===== src/hdl/aqfc_pkg.sv =====
// Shared types, codes and reset constants for the air quality fan controller.
// Used by aqfc_cfg, aqfc_grade and air_quality_fan_controller; no dependencies.
`timescale 1ns / 1ps

package aqfc_pkg;

    localparam int unsigned LimitWidth = 16;
    localparam int unsigned CountWidth = 8;
    localparam int unsigned MsWidth    = 10;
    localparam int unsigned CfgAddrW   = 3;

    // Millisecond ticks per heartbeat second (1 .. 1023)
    localparam logic [MsWidth-1:0] TicksPerSecond = MsWidth'(1000);

    localparam logic [LimitWidth-1:0] Pm25GoodReset = 16'd15;
    localparam logic [LimitWidth-1:0] Pm25MidReset  = 16'd35;
    localparam logic [LimitWidth-1:0] Pm25BadReset  = 16'd75;
    localparam logic [LimitWidth-1:0] Pm10GoodReset = 16'd30;
    localparam logic [LimitWidth-1:0] Pm10MidReset  = 16'd80;
    localparam logic [LimitWidth-1:0] Pm10BadReset  = 16'd150;
    localparam logic [CountWidth-1:0] FanDelayReset = 8'd60;
    localparam logic [CountWidth-1:0] HoldReset     = 8'd100;

    typedef enum logic [CfgAddrW-1:0] {
        REG_PM25_GOOD = 3'd0,
        REG_PM25_MID  = 3'd1,
        REG_PM25_BAD  = 3'd2,
        REG_PM10_GOOD = 3'd3,
        REG_PM10_MID  = 3'd4,
        REG_PM10_BAD  = 3'd5,
        REG_FAN_DELAY = 3'd6,
        REG_SW_HOLD   = 3'd7
    } reg_index_t;

    typedef enum logic [1:0] {
        REQ_SWITCH  = 2'd0,
        REQ_TICK    = 2'd1,
        REQ_READING = 2'd2
    } req_t;

    typedef enum logic [1:0] {
        MODE_IDLE   = 2'd0,
        MODE_MANUAL = 2'd1,
        MODE_AUTO   = 2'd2
    } fan_mode_t;

    typedef enum logic [1:0] {
        GRADE_GOOD  = 2'd0,
        GRADE_MID   = 2'd1,
        GRADE_BAD   = 2'd2,
        GRADE_ERROR = 2'd3
    } grade_t;

    // LED bit order: red, yellow, green
    localparam logic [2:0] LedRed    = 3'b100;
    localparam logic [2:0] LedYellow = 3'b010;
    localparam logic [2:0] LedGreen  = 3'b001;

    typedef struct packed {
        logic [LimitWidth-1:0] pm25_good_limit;
        logic [LimitWidth-1:0] pm25_mid_limit;
        logic [LimitWidth-1:0] pm25_bad_limit;
        logic [LimitWidth-1:0] pm10_good_limit;
        logic [LimitWidth-1:0] pm10_mid_limit;
        logic [LimitWidth-1:0] pm10_bad_limit;
        logic [CountWidth-1:0] fan_delay_seconds;
        logic [CountWidth-1:0] switch_hold_count;
    } cfg_t;

    typedef struct packed {
        logic [1:0]            req_type;
        logic                  sw1_pressed;
        logic                  sw2_pressed;
        logic [LimitWidth-1:0] pm25_value;
        logic [LimitWidth-1:0] pm10_value;
    } in_word_t;

    typedef struct packed {
        logic       fan_on;
        logic [1:0] air_grade;
        logic       led_red;
        logic       led_yel;
        logic       led_grn;
        logic [1:0] fan_mode;
        logic       heartbeat_led;
    } out_word_t;

    function automatic logic [2:0] grade_leds(input grade_t grade);
        logic [2:0] leds;
        case (grade)
            GRADE_GOOD: leds = LedGreen;
            GRADE_MID:  leds = LedYellow;
            GRADE_BAD:  leds = LedRed;
            default:    leds = LedRed | LedYellow | LedGreen;
        endcase
        return leds;
    endfunction

endpackage


===== src/hdl/aqfc_cfg.sv =====
// Configuration register file: thresholds, fan delay and switch hold count.
// Depends on aqfc_pkg.
`timescale 1ns / 1ps

module aqfc_cfg (
    input  logic                              aclk,
    input  logic                              aresetn,
    input  logic                              cfg_we,
    input  logic [aqfc_pkg::CfgAddrW-1:0]     cfg_addr,
    input  logic [aqfc_pkg::LimitWidth-1:0]   cfg_wdata,
    output aqfc_pkg::cfg_t                    cfg
);

    aqfc_pkg::cfg_t cfg_reg;

    always_ff @(posedge aclk) begin
        if (!aresetn) begin
            cfg_reg.pm25_good_limit   <= aqfc_pkg::Pm25GoodReset;
            cfg_reg.pm25_mid_limit    <= aqfc_pkg::Pm25MidReset;
            cfg_reg.pm25_bad_limit    <= aqfc_pkg::Pm25BadReset;
            cfg_reg.pm10_good_limit   <= aqfc_pkg::Pm10GoodReset;
            cfg_reg.pm10_mid_limit    <= aqfc_pkg::Pm10MidReset;
            cfg_reg.pm10_bad_limit    <= aqfc_pkg::Pm10BadReset;
            cfg_reg.fan_delay_seconds <= aqfc_pkg::FanDelayReset;
            cfg_reg.switch_hold_count <= aqfc_pkg::HoldReset;
        end else if (cfg_we) begin
            case (aqfc_pkg::reg_index_t'(cfg_addr))
                aqfc_pkg::REG_PM25_GOOD: cfg_reg.pm25_good_limit <= cfg_wdata;
                aqfc_pkg::REG_PM25_MID:  cfg_reg.pm25_mid_limit  <= cfg_wdata;
                aqfc_pkg::REG_PM25_BAD:  cfg_reg.pm25_bad_limit  <= cfg_wdata;
                aqfc_pkg::REG_PM10_GOOD: cfg_reg.pm10_good_limit <= cfg_wdata;
                aqfc_pkg::REG_PM10_MID:  cfg_reg.pm10_mid_limit  <= cfg_wdata;
                aqfc_pkg::REG_PM10_BAD:  cfg_reg.pm10_bad_limit  <= cfg_wdata;
                aqfc_pkg::REG_FAN_DELAY:
                    cfg_reg.fan_delay_seconds <= cfg_wdata[aqfc_pkg::CountWidth-1:0];
                aqfc_pkg::REG_SW_HOLD:
                    cfg_reg.switch_hold_count <= cfg_wdata[aqfc_pkg::CountWidth-1:0];
                default: ;
            endcase
        end
    end

    assign cfg = cfg_reg;

endmodule


===== src/hdl/aqfc_grade.sv =====
// Grades a PM2.5/PM10 reading against the three threshold pairs.
// Depends on aqfc_pkg.
`timescale 1ns / 1ps

module aqfc_grade (
    input  logic [aqfc_pkg::LimitWidth-1:0] pm25_value,
    input  logic [aqfc_pkg::LimitWidth-1:0] pm10_value,
    input  aqfc_pkg::cfg_t                  cfg,
    output aqfc_pkg::grade_t                grade
);

    logic good_ok, mid_ok, bad_ok;

    assign good_ok = (pm25_value <= cfg.pm25_good_limit) && (pm10_value <= cfg.pm10_good_limit);
    assign mid_ok  = (pm25_value <= cfg.pm25_mid_limit)  && (pm10_value <= cfg.pm10_mid_limit);
    assign bad_ok  = (pm25_value <= cfg.pm25_bad_limit)  && (pm10_value <= cfg.pm10_bad_limit);

    // First pair that holds both readings wins
    always_comb begin
        if (good_ok) begin
            grade = aqfc_pkg::GRADE_GOOD;
        end else if (mid_ok) begin
            grade = aqfc_pkg::GRADE_MID;
        end else if (bad_ok) begin
            grade = aqfc_pkg::GRADE_BAD;
        end else begin
            grade = aqfc_pkg::GRADE_ERROR;
        end
    end

endmodule


===== src/hdl/air_quality_fan_controller.sv =====
// Air quality fan controller top level: event decode, mode and fan state, output word.
// The result word of an accepted word is registered in the output register.
// Throughput: one word per cycle while m_ready is high; the output register frees up in the cycle it is taken.
// Reset (aresetn low, synchronous): idle mode, fan off, grade good, LEDs off, counters
// cleared, configuration back to its defaults; no result word pending.
// Depends on aqfc_pkg, aqfc_cfg and aqfc_grade.
`timescale 1ns / 1ps

module air_quality_fan_controller (
    input  logic                            aclk,
    input  logic                            aresetn,
    input  logic                            cfg_we,
    input  logic [aqfc_pkg::CfgAddrW-1:0]   cfg_addr,
    input  logic [aqfc_pkg::LimitWidth-1:0] cfg_wdata,
    input  logic                            s_valid,
    output logic                            s_ready,
    input  aqfc_pkg::in_word_t              s_data,
    output logic                            m_valid,
    input  logic                            m_ready,
    output aqfc_pkg::out_word_t             m_data
);

    aqfc_pkg::cfg_t   cfg;
    aqfc_pkg::grade_t new_grade;

    logic [aqfc_pkg::CountWidth-1:0] sw1_hold_reg, sw1_hold_next;
    logic [aqfc_pkg::CountWidth-1:0] sw2_hold_reg, sw2_hold_next;
    logic [aqfc_pkg::CountWidth-1:0] on_sec_reg, on_sec_next;
    logic [aqfc_pkg::CountWidth-1:0] off_sec_reg, off_sec_next;
    logic [aqfc_pkg::MsWidth-1:0]    ms_count_reg, ms_count_next, ms_inc;
    aqfc_pkg::fan_mode_t             mode_reg, mode_next;
    aqfc_pkg::grade_t                grade_reg, grade_next;
    logic                            fan_reg, fan_next;
    logic [2:0]                      led_reg, led_next;
    logic                            heartbeat_reg, heartbeat_next;
    logic                            m_valid_reg;
    aqfc_pkg::out_word_t             m_data_reg, m_data_next;
    logic                            accept;

    aqfc_cfg u_cfg (
        .aclk      (aclk),
        .aresetn   (aresetn),
        .cfg_we    (cfg_we),
        .cfg_addr  (cfg_addr),
        .cfg_wdata (cfg_wdata),
        .cfg       (cfg)
    );

    aqfc_grade u_grade (
        .pm25_value (s_data.pm25_value),
        .pm10_value (s_data.pm10_value),
        .cfg        (cfg),
        .grade      (new_grade)
    );

    assign s_ready = !m_valid_reg || m_ready;
    assign accept  = s_valid && s_ready;
    assign ms_inc  = ms_count_reg + aqfc_pkg::MsWidth'(1);

    always_comb begin
        sw1_hold_next  = sw1_hold_reg;
        sw2_hold_next  = sw2_hold_reg;
        on_sec_next    = on_sec_reg;
        off_sec_next   = off_sec_reg;
        ms_count_next  = ms_count_reg;
        mode_next      = mode_reg;
        grade_next     = grade_reg;
        fan_next       = fan_reg;
        led_next       = led_reg;
        heartbeat_next = heartbeat_reg;

        case (aqfc_pkg::req_t'(s_data.req_type))
            aqfc_pkg::REQ_SWITCH: begin
                // Switch 1 wins when both are held
                if (s_data.sw1_pressed) begin
                    sw2_hold_next = '0;
                    if (sw1_hold_reg >= cfg.switch_hold_count) begin
                        mode_next = aqfc_pkg::MODE_MANUAL;
                        fan_next  = 1'b1;
                    end else begin
                        sw1_hold_next = sw1_hold_reg + aqfc_pkg::CountWidth'(1);
                    end
                end else if (s_data.sw2_pressed) begin
                    sw1_hold_next = '0;
                    if (sw2_hold_reg >= cfg.switch_hold_count) begin
                        mode_next = aqfc_pkg::MODE_AUTO;
                    end else begin
                        sw2_hold_next = sw2_hold_reg + aqfc_pkg::CountWidth'(1);
                    end
                end else begin
                    sw1_hold_next = '0;
                    sw2_hold_next = '0;
                    mode_next     = aqfc_pkg::MODE_IDLE;
                    fan_next      = 1'b0;
                end
            end
            aqfc_pkg::REQ_TICK: begin
                ms_count_next = ms_inc;
                if (ms_inc >= aqfc_pkg::TicksPerSecond) begin
                    ms_count_next  = '0;
                    heartbeat_next = !heartbeat_reg;
                    if (mode_reg != aqfc_pkg::MODE_AUTO) begin
                        on_sec_next  = '0;
                        off_sec_next = '0;
                    end else if (grade_reg == aqfc_pkg::GRADE_MID ||
                                 grade_reg == aqfc_pkg::GRADE_BAD) begin
                        off_sec_next = '0;
                        if (on_sec_reg >= cfg.fan_delay_seconds) begin
                            fan_next = 1'b1;
                        end else begin
                            on_sec_next = on_sec_reg + aqfc_pkg::CountWidth'(1);
                        end
                    end else begin
                        // Good and error grades count as clean air
                        on_sec_next = '0;
                        if (fan_reg) begin
                            if (off_sec_reg >= cfg.fan_delay_seconds) begin
                                fan_next = 1'b0;
                            end else begin
                                off_sec_next = off_sec_reg + aqfc_pkg::CountWidth'(1);
                            end
                        end else begin
                            off_sec_next = '0;
                        end
                    end
                end
            end
            aqfc_pkg::REQ_READING: begin
                grade_next = new_grade;
                led_next   = aqfc_pkg::grade_leds(new_grade);
            end
            default: ;
        endcase

        m_data_next.fan_on        = fan_next;
        m_data_next.air_grade     = grade_next;
        m_data_next.led_red       = led_next[2];
        m_data_next.led_yel       = led_next[1];
        m_data_next.led_grn       = led_next[0];
        m_data_next.fan_mode      = mode_next;
        m_data_next.heartbeat_led = heartbeat_next;
    end

    always_ff @(posedge aclk) begin
        if (!aresetn) begin
            sw1_hold_reg  <= '0;
            sw2_hold_reg  <= '0;
            on_sec_reg    <= '0;
            off_sec_reg   <= '0;
            ms_count_reg  <= '0;
            mode_reg      <= aqfc_pkg::MODE_IDLE;
            grade_reg     <= aqfc_pkg::GRADE_GOOD;
            fan_reg       <= 1'b0;
            led_reg       <= '0;
            heartbeat_reg <= 1'b0;
            m_valid_reg   <= 1'b0;
        end else begin
            if (accept) begin
                sw1_hold_reg  <= sw1_hold_next;
                sw2_hold_reg  <= sw2_hold_next;
                on_sec_reg    <= on_sec_next;
                off_sec_reg   <= off_sec_next;
                ms_count_reg  <= ms_count_next;
                mode_reg      <= mode_next;
                grade_reg     <= grade_next;
                fan_reg       <= fan_next;
                led_reg       <= led_next;
                heartbeat_reg <= heartbeat_next;
                m_valid_reg   <= 1'b1;
            end else if (m_ready) begin
                m_valid_reg <= 1'b0;
            end
        end
    end

    // Output word holds until taken
    always_ff @(posedge aclk) begin
        if (accept) begin
            m_data_reg <= m_data_next;
        end
    end

    assign m_valid = m_valid_reg;
    assign m_data  = m_data_reg;

endmodule


===== config.mk =====
export PLATFORM = sky130hd
export DESIGN_NAME = air_quality_fan_controller
export DESIGN_NICKNAME = d
export VERILOG_FILES = /design/src/hdl/aqfc_pkg.sv /design/src/hdl/aqfc_cfg.sv /design/src/hdl/aqfc_grade.sv /design/src/hdl/air_quality_fan_controller.sv
export SDC_FILE = /design/constraint.sdc
export NUM_CORES = 1
export LEC_CHECK = 0
export BUFFER_PORTS_ARGS = -buffer_cell sky130_fd_sc_hd__buf_2
export CAP_MARGIN = 25
export CELL_PAD_IN_SITES_DETAIL_PLACEMENT = 0
export CELL_PAD_IN_SITES_GLOBAL_PLACEMENT = 1
export CORE_MARGIN = 2
export CORE_UTILIZATION = 46
export DETAILED_ROUTE_END_ITERATION = 6
export HOLD_SLACK_MARGIN = 0.03
export PLACE_DENSITY_LB_ADDON = 0.12
export SYNTH_ARGS = -nofsm -noshare
export SYNTH_HDL_FRONTEND = slang
export SYNTH_SLANG_ARGS = --single-unit

===== constraint.sdc =====
create_clock -name aclk -period 3.12 [get_ports aclk]
set_clock_uncertainty 0.05 [all_clocks]
set_input_delay 0.624 -clock aclk [delete_from_list [all_inputs] [get_ports aclk]]
set_output_delay 0.624 -clock aclk [all_outputs]
set_load 0.1 [all_outputs]

==> impl_metrics.yaml <==
setup_path:
  timing.rr.end: "on_sec_reg[4]"
  critPathTopFamily: "simple AND/OR/NAND/NOR gates"
  arrival_ps: 3030
  crit_type: "reg2reg"
  path_buf_inv: 0
  r2r_slack_ps: 410
  crit_chain: "ha_1 > xnor2_1 > a31oi_1 > o2111ai_2 > or3_4 > nor2_4 > nand2_2 > or3_1 > a21boi_1"
  worst-path-max-fanout: 7
  endpoint_kind: "flip-flop"
  slowest_stage: "dfxtp_1"
  r2r-start: "ms_count_reg[0]"
  slowest_delay_ps: 460
  start_kind: "flip-flop"
  ff2ff_path_depth: 9
  cp.required_ps: 3440
timing:
  fin_crit_sh: 0.869
  rsz0062_at_grt: "no"
  setup_slack_ps: 409
  drv_slew: 0
  hold_ws_ps: 385
  hold_viol: 0
  fmax_mhz: 369
  finalSetupViolCount: 0
  slew_headroom: 0.526
  final.min_clock_period_ps: 2710
  fin_setup_tns_ps: 0
  worstMarginPinSlew_ps: 709
clocking:
  clkSinkCount: 173
  cts_resized: 0
  cts.clk_slew.worst_paths_ps: 70
  cts_setup_buffers: 0
  cts_made_buffers: 17
  clock_latency_ps: 430
  cts_root_buf: "clkbuf_16"
  tritoncts: "built"
  clk_path_buf_depth: 2
  ctsHoldBuffers: 0
  cts_htree_levels: 4
global_route:
  grt_max_degree: 49
  grt_pass1_wl_um: 41600
  overflow: 0
  grt_pass1_vias: 7885
  antenna_found_initial: 1
  grt.total_usage: 0.235
synthesis:
  synth_nets: 1428
  yosysSeqAreaShare: 0.360
  avgSynthCellArea_um2: 8.01
  ys_ff_latch: 173
  synthArstFlopShare: 0
  syn_inst: 1234
  synth_cell_types: 60
  synth_area_um2: 9880
  ys.flop_type: "dfxtp_1"
  yosysWarnings: 0
  synth_edf_count: 9
pwr:
  pwr-share-seq: 0.453
  power_frac_comb: 0.116
  sw_frac_of_total: 0.281
  worst_ir_drop_vdd_mv: 0.324
  clockPowerShare: 0.431
  p_int_uw: 3650
  power.density_nw_per_um2: 457
  p_total_uw: 5080
  p_switching_uw: 1430
  power.leakage_uw: 0.00448
cells_and_area:
  drive_gt1_frac: 0.0998
  nets: 1484
  multi_input_area_um2: 5710
  area_growth_pct: 12.4
  largest_reg_flops: 112
  fillers: 2040
  regArea_um2: 3550
run_status:
  outcome: "complete, no violations"
min_path:
  hp-start: "s_valid"
  min_path_cells: 3
  hold_class: "in2reg"
  hold_end: "m_valid"
place:
  dp_hpwl_um: 19000
  portBuffers: 70
  pre_cts_slack_ps: 46.1
  gp_congestion: 0.839
run:
  drv_cap: 0
floorplan:
  io_pins: 71
  rows: 53
  dieArea_um2: 22700
  die_w_um: 151
  die_h_um: 151
  initial_core_util: 0.470
  coreArea_um2: 21000
route:
  ant_nets: 0
  drt_pre_antenna_iters: 5
  drt_iter0_drc: 539
  routedWlPerCell_um: 16.4
  drcViolationCount: 0
  wirelength_um: 25900
  vias: 8345
  via_per_inst: 5.28
area by class of cell:
cell class,instances,share of cell area
antenna,1,0.000225
timing repair buffer,82,0.0408
clock buffer,18,0.0406
tap,275,0.0310
inverter,118,0.0399
multi-input combinational,898,0.514
clock inverter,14,0.0133
sequential,173,0.320
cells in the final DEF (no fill, tap or decap), types with 12 or more instances in the layout:
cell	count
buf_2	70
nand2_1	245
clkbuf_16	18
o21ai_0	31
o211ai_1	30
nand3_1	33
dfxtp_1	164
xor2_1	17
xnor2_1	15
nand2b_1	12
nor2b_1	14
a21oi_1	133
ha_1	134
inv_1	117
nor2_1	69
a21o_1	16
nand4_1	31
nor3_1	12
tightest hold or removal path: cells and delay by family:
family	cells	cell delay [ps]
compound gates	1	50
buf+inv	2	150
how the worst max path moves through the flow:
stage / startpoint / end / slack, ps / cells after the start
floorplan: m_valid / on_sec_reg[4] / 30 / 9
global placement: s_data[9] / grade_reg[0] / 90 / 9
detailed placement: s_data[9] / led_reg[1] / 50 / 9
CTS: ms_count_reg[0] / on_sec_reg[4] / 410 / 9
global route: ms_count_reg[0] / off_sec_reg[5] / 140 / 9
finish: ms_count_reg[0] / on_sec_reg[4] / 410 / 9
stage by stage:
step	instance area, um^2	util	cells
after floorplan	9880	-	1234
after global placement	10500	0.500	1546
after detailed placement	10500	0.500	1546
after CTS	11100	0.528	1578
after global routing	11100	0.528	1579
final	11100	0.528	1579
kinds of logic (layout without fill, tap and decap cells):
family	after synthesis	in the layout	synth area share
AND/OR/NAND/NOR	473	473	0.220
adder cells (fa/ha/maj)	134	134	0.170
other	0	1	0
multiplexers	2	2	0.00203
AO/OA/AOI/OAI	257	257	0.157
buffers and inverters	163	232	0.0633
flip-flops	173	173	0.360
XOR/XNOR	32	32	0.0284
power by group through the flow:
| stage | sequential, uW | combinational [uW] | clock [uW] |
|---|---|---|---|
| after floorplan | 2410 | 320 | 0 |
| after global placement | 2350 | 579 | 0 |
| after detailed placement | 2350 | 586 | 0 |
| after CTS | 2300 | 589 | 2240 |
| after global routing | 2310 | 659 | 2320 |
| final | 2300 | 588 | 2190 |
metal layers:
metal / vias to the layer above / part of all wire / track usage
met4: 0 / 0.011 / 0.0656
met5: - / 0 / 0
met1: 3855 / 0.51 / 0.344
met3: 21 / 0.033 / 0.0339
met2: 119 / 0.44 / 0.359
li1: 4350 / - / -
Yosys cell counts, types with 4 or more instances:
library cell | number | share of area
nor3_1 | 14 | 0.0071
edfxtp_1 | 9 | 0.027
nand3_1 | 33 | 0.017
o21a_1 | 6 | 0.0046
and3_1 | 9 | 0.0057
nor2b_1 | 14 | 0.0089
nor2_1 | 69 | 0.026
ha_1 | 134 | 0.17
o21ai_0 | 31 | 0.016
o211ai_1 | 30 | 0.023
a21oi_1 | 133 | 0.067
nand2b_1 | 13 | 0.0082
a211oi_1 | 9 | 0.0068
nand4_1 | 31 | 0.020
buf_2 | 5 | 0.0025
xor2_1 | 17 | 0.015
or3_1 | 10 | 0.0063
clkbuf_1 | 33 | 0.013
or2_2 | 5 | 0.0032
dfxtp_1 | 164 | 0.33
xnor2_1 | 15 | 0.013
inv_1 | 117 | 0.044
and4_1 | 9 | 0.0080
clkbuf_2 | 6 | 0.0030
and2_1 | 7 | 0.0044
a21o_1 | 16 | 0.012
a311oi_1 | 4 | 0.0035
nand2_1 | 245 | 0.093
Note: power is estimated with default switching activity, not from simulation.
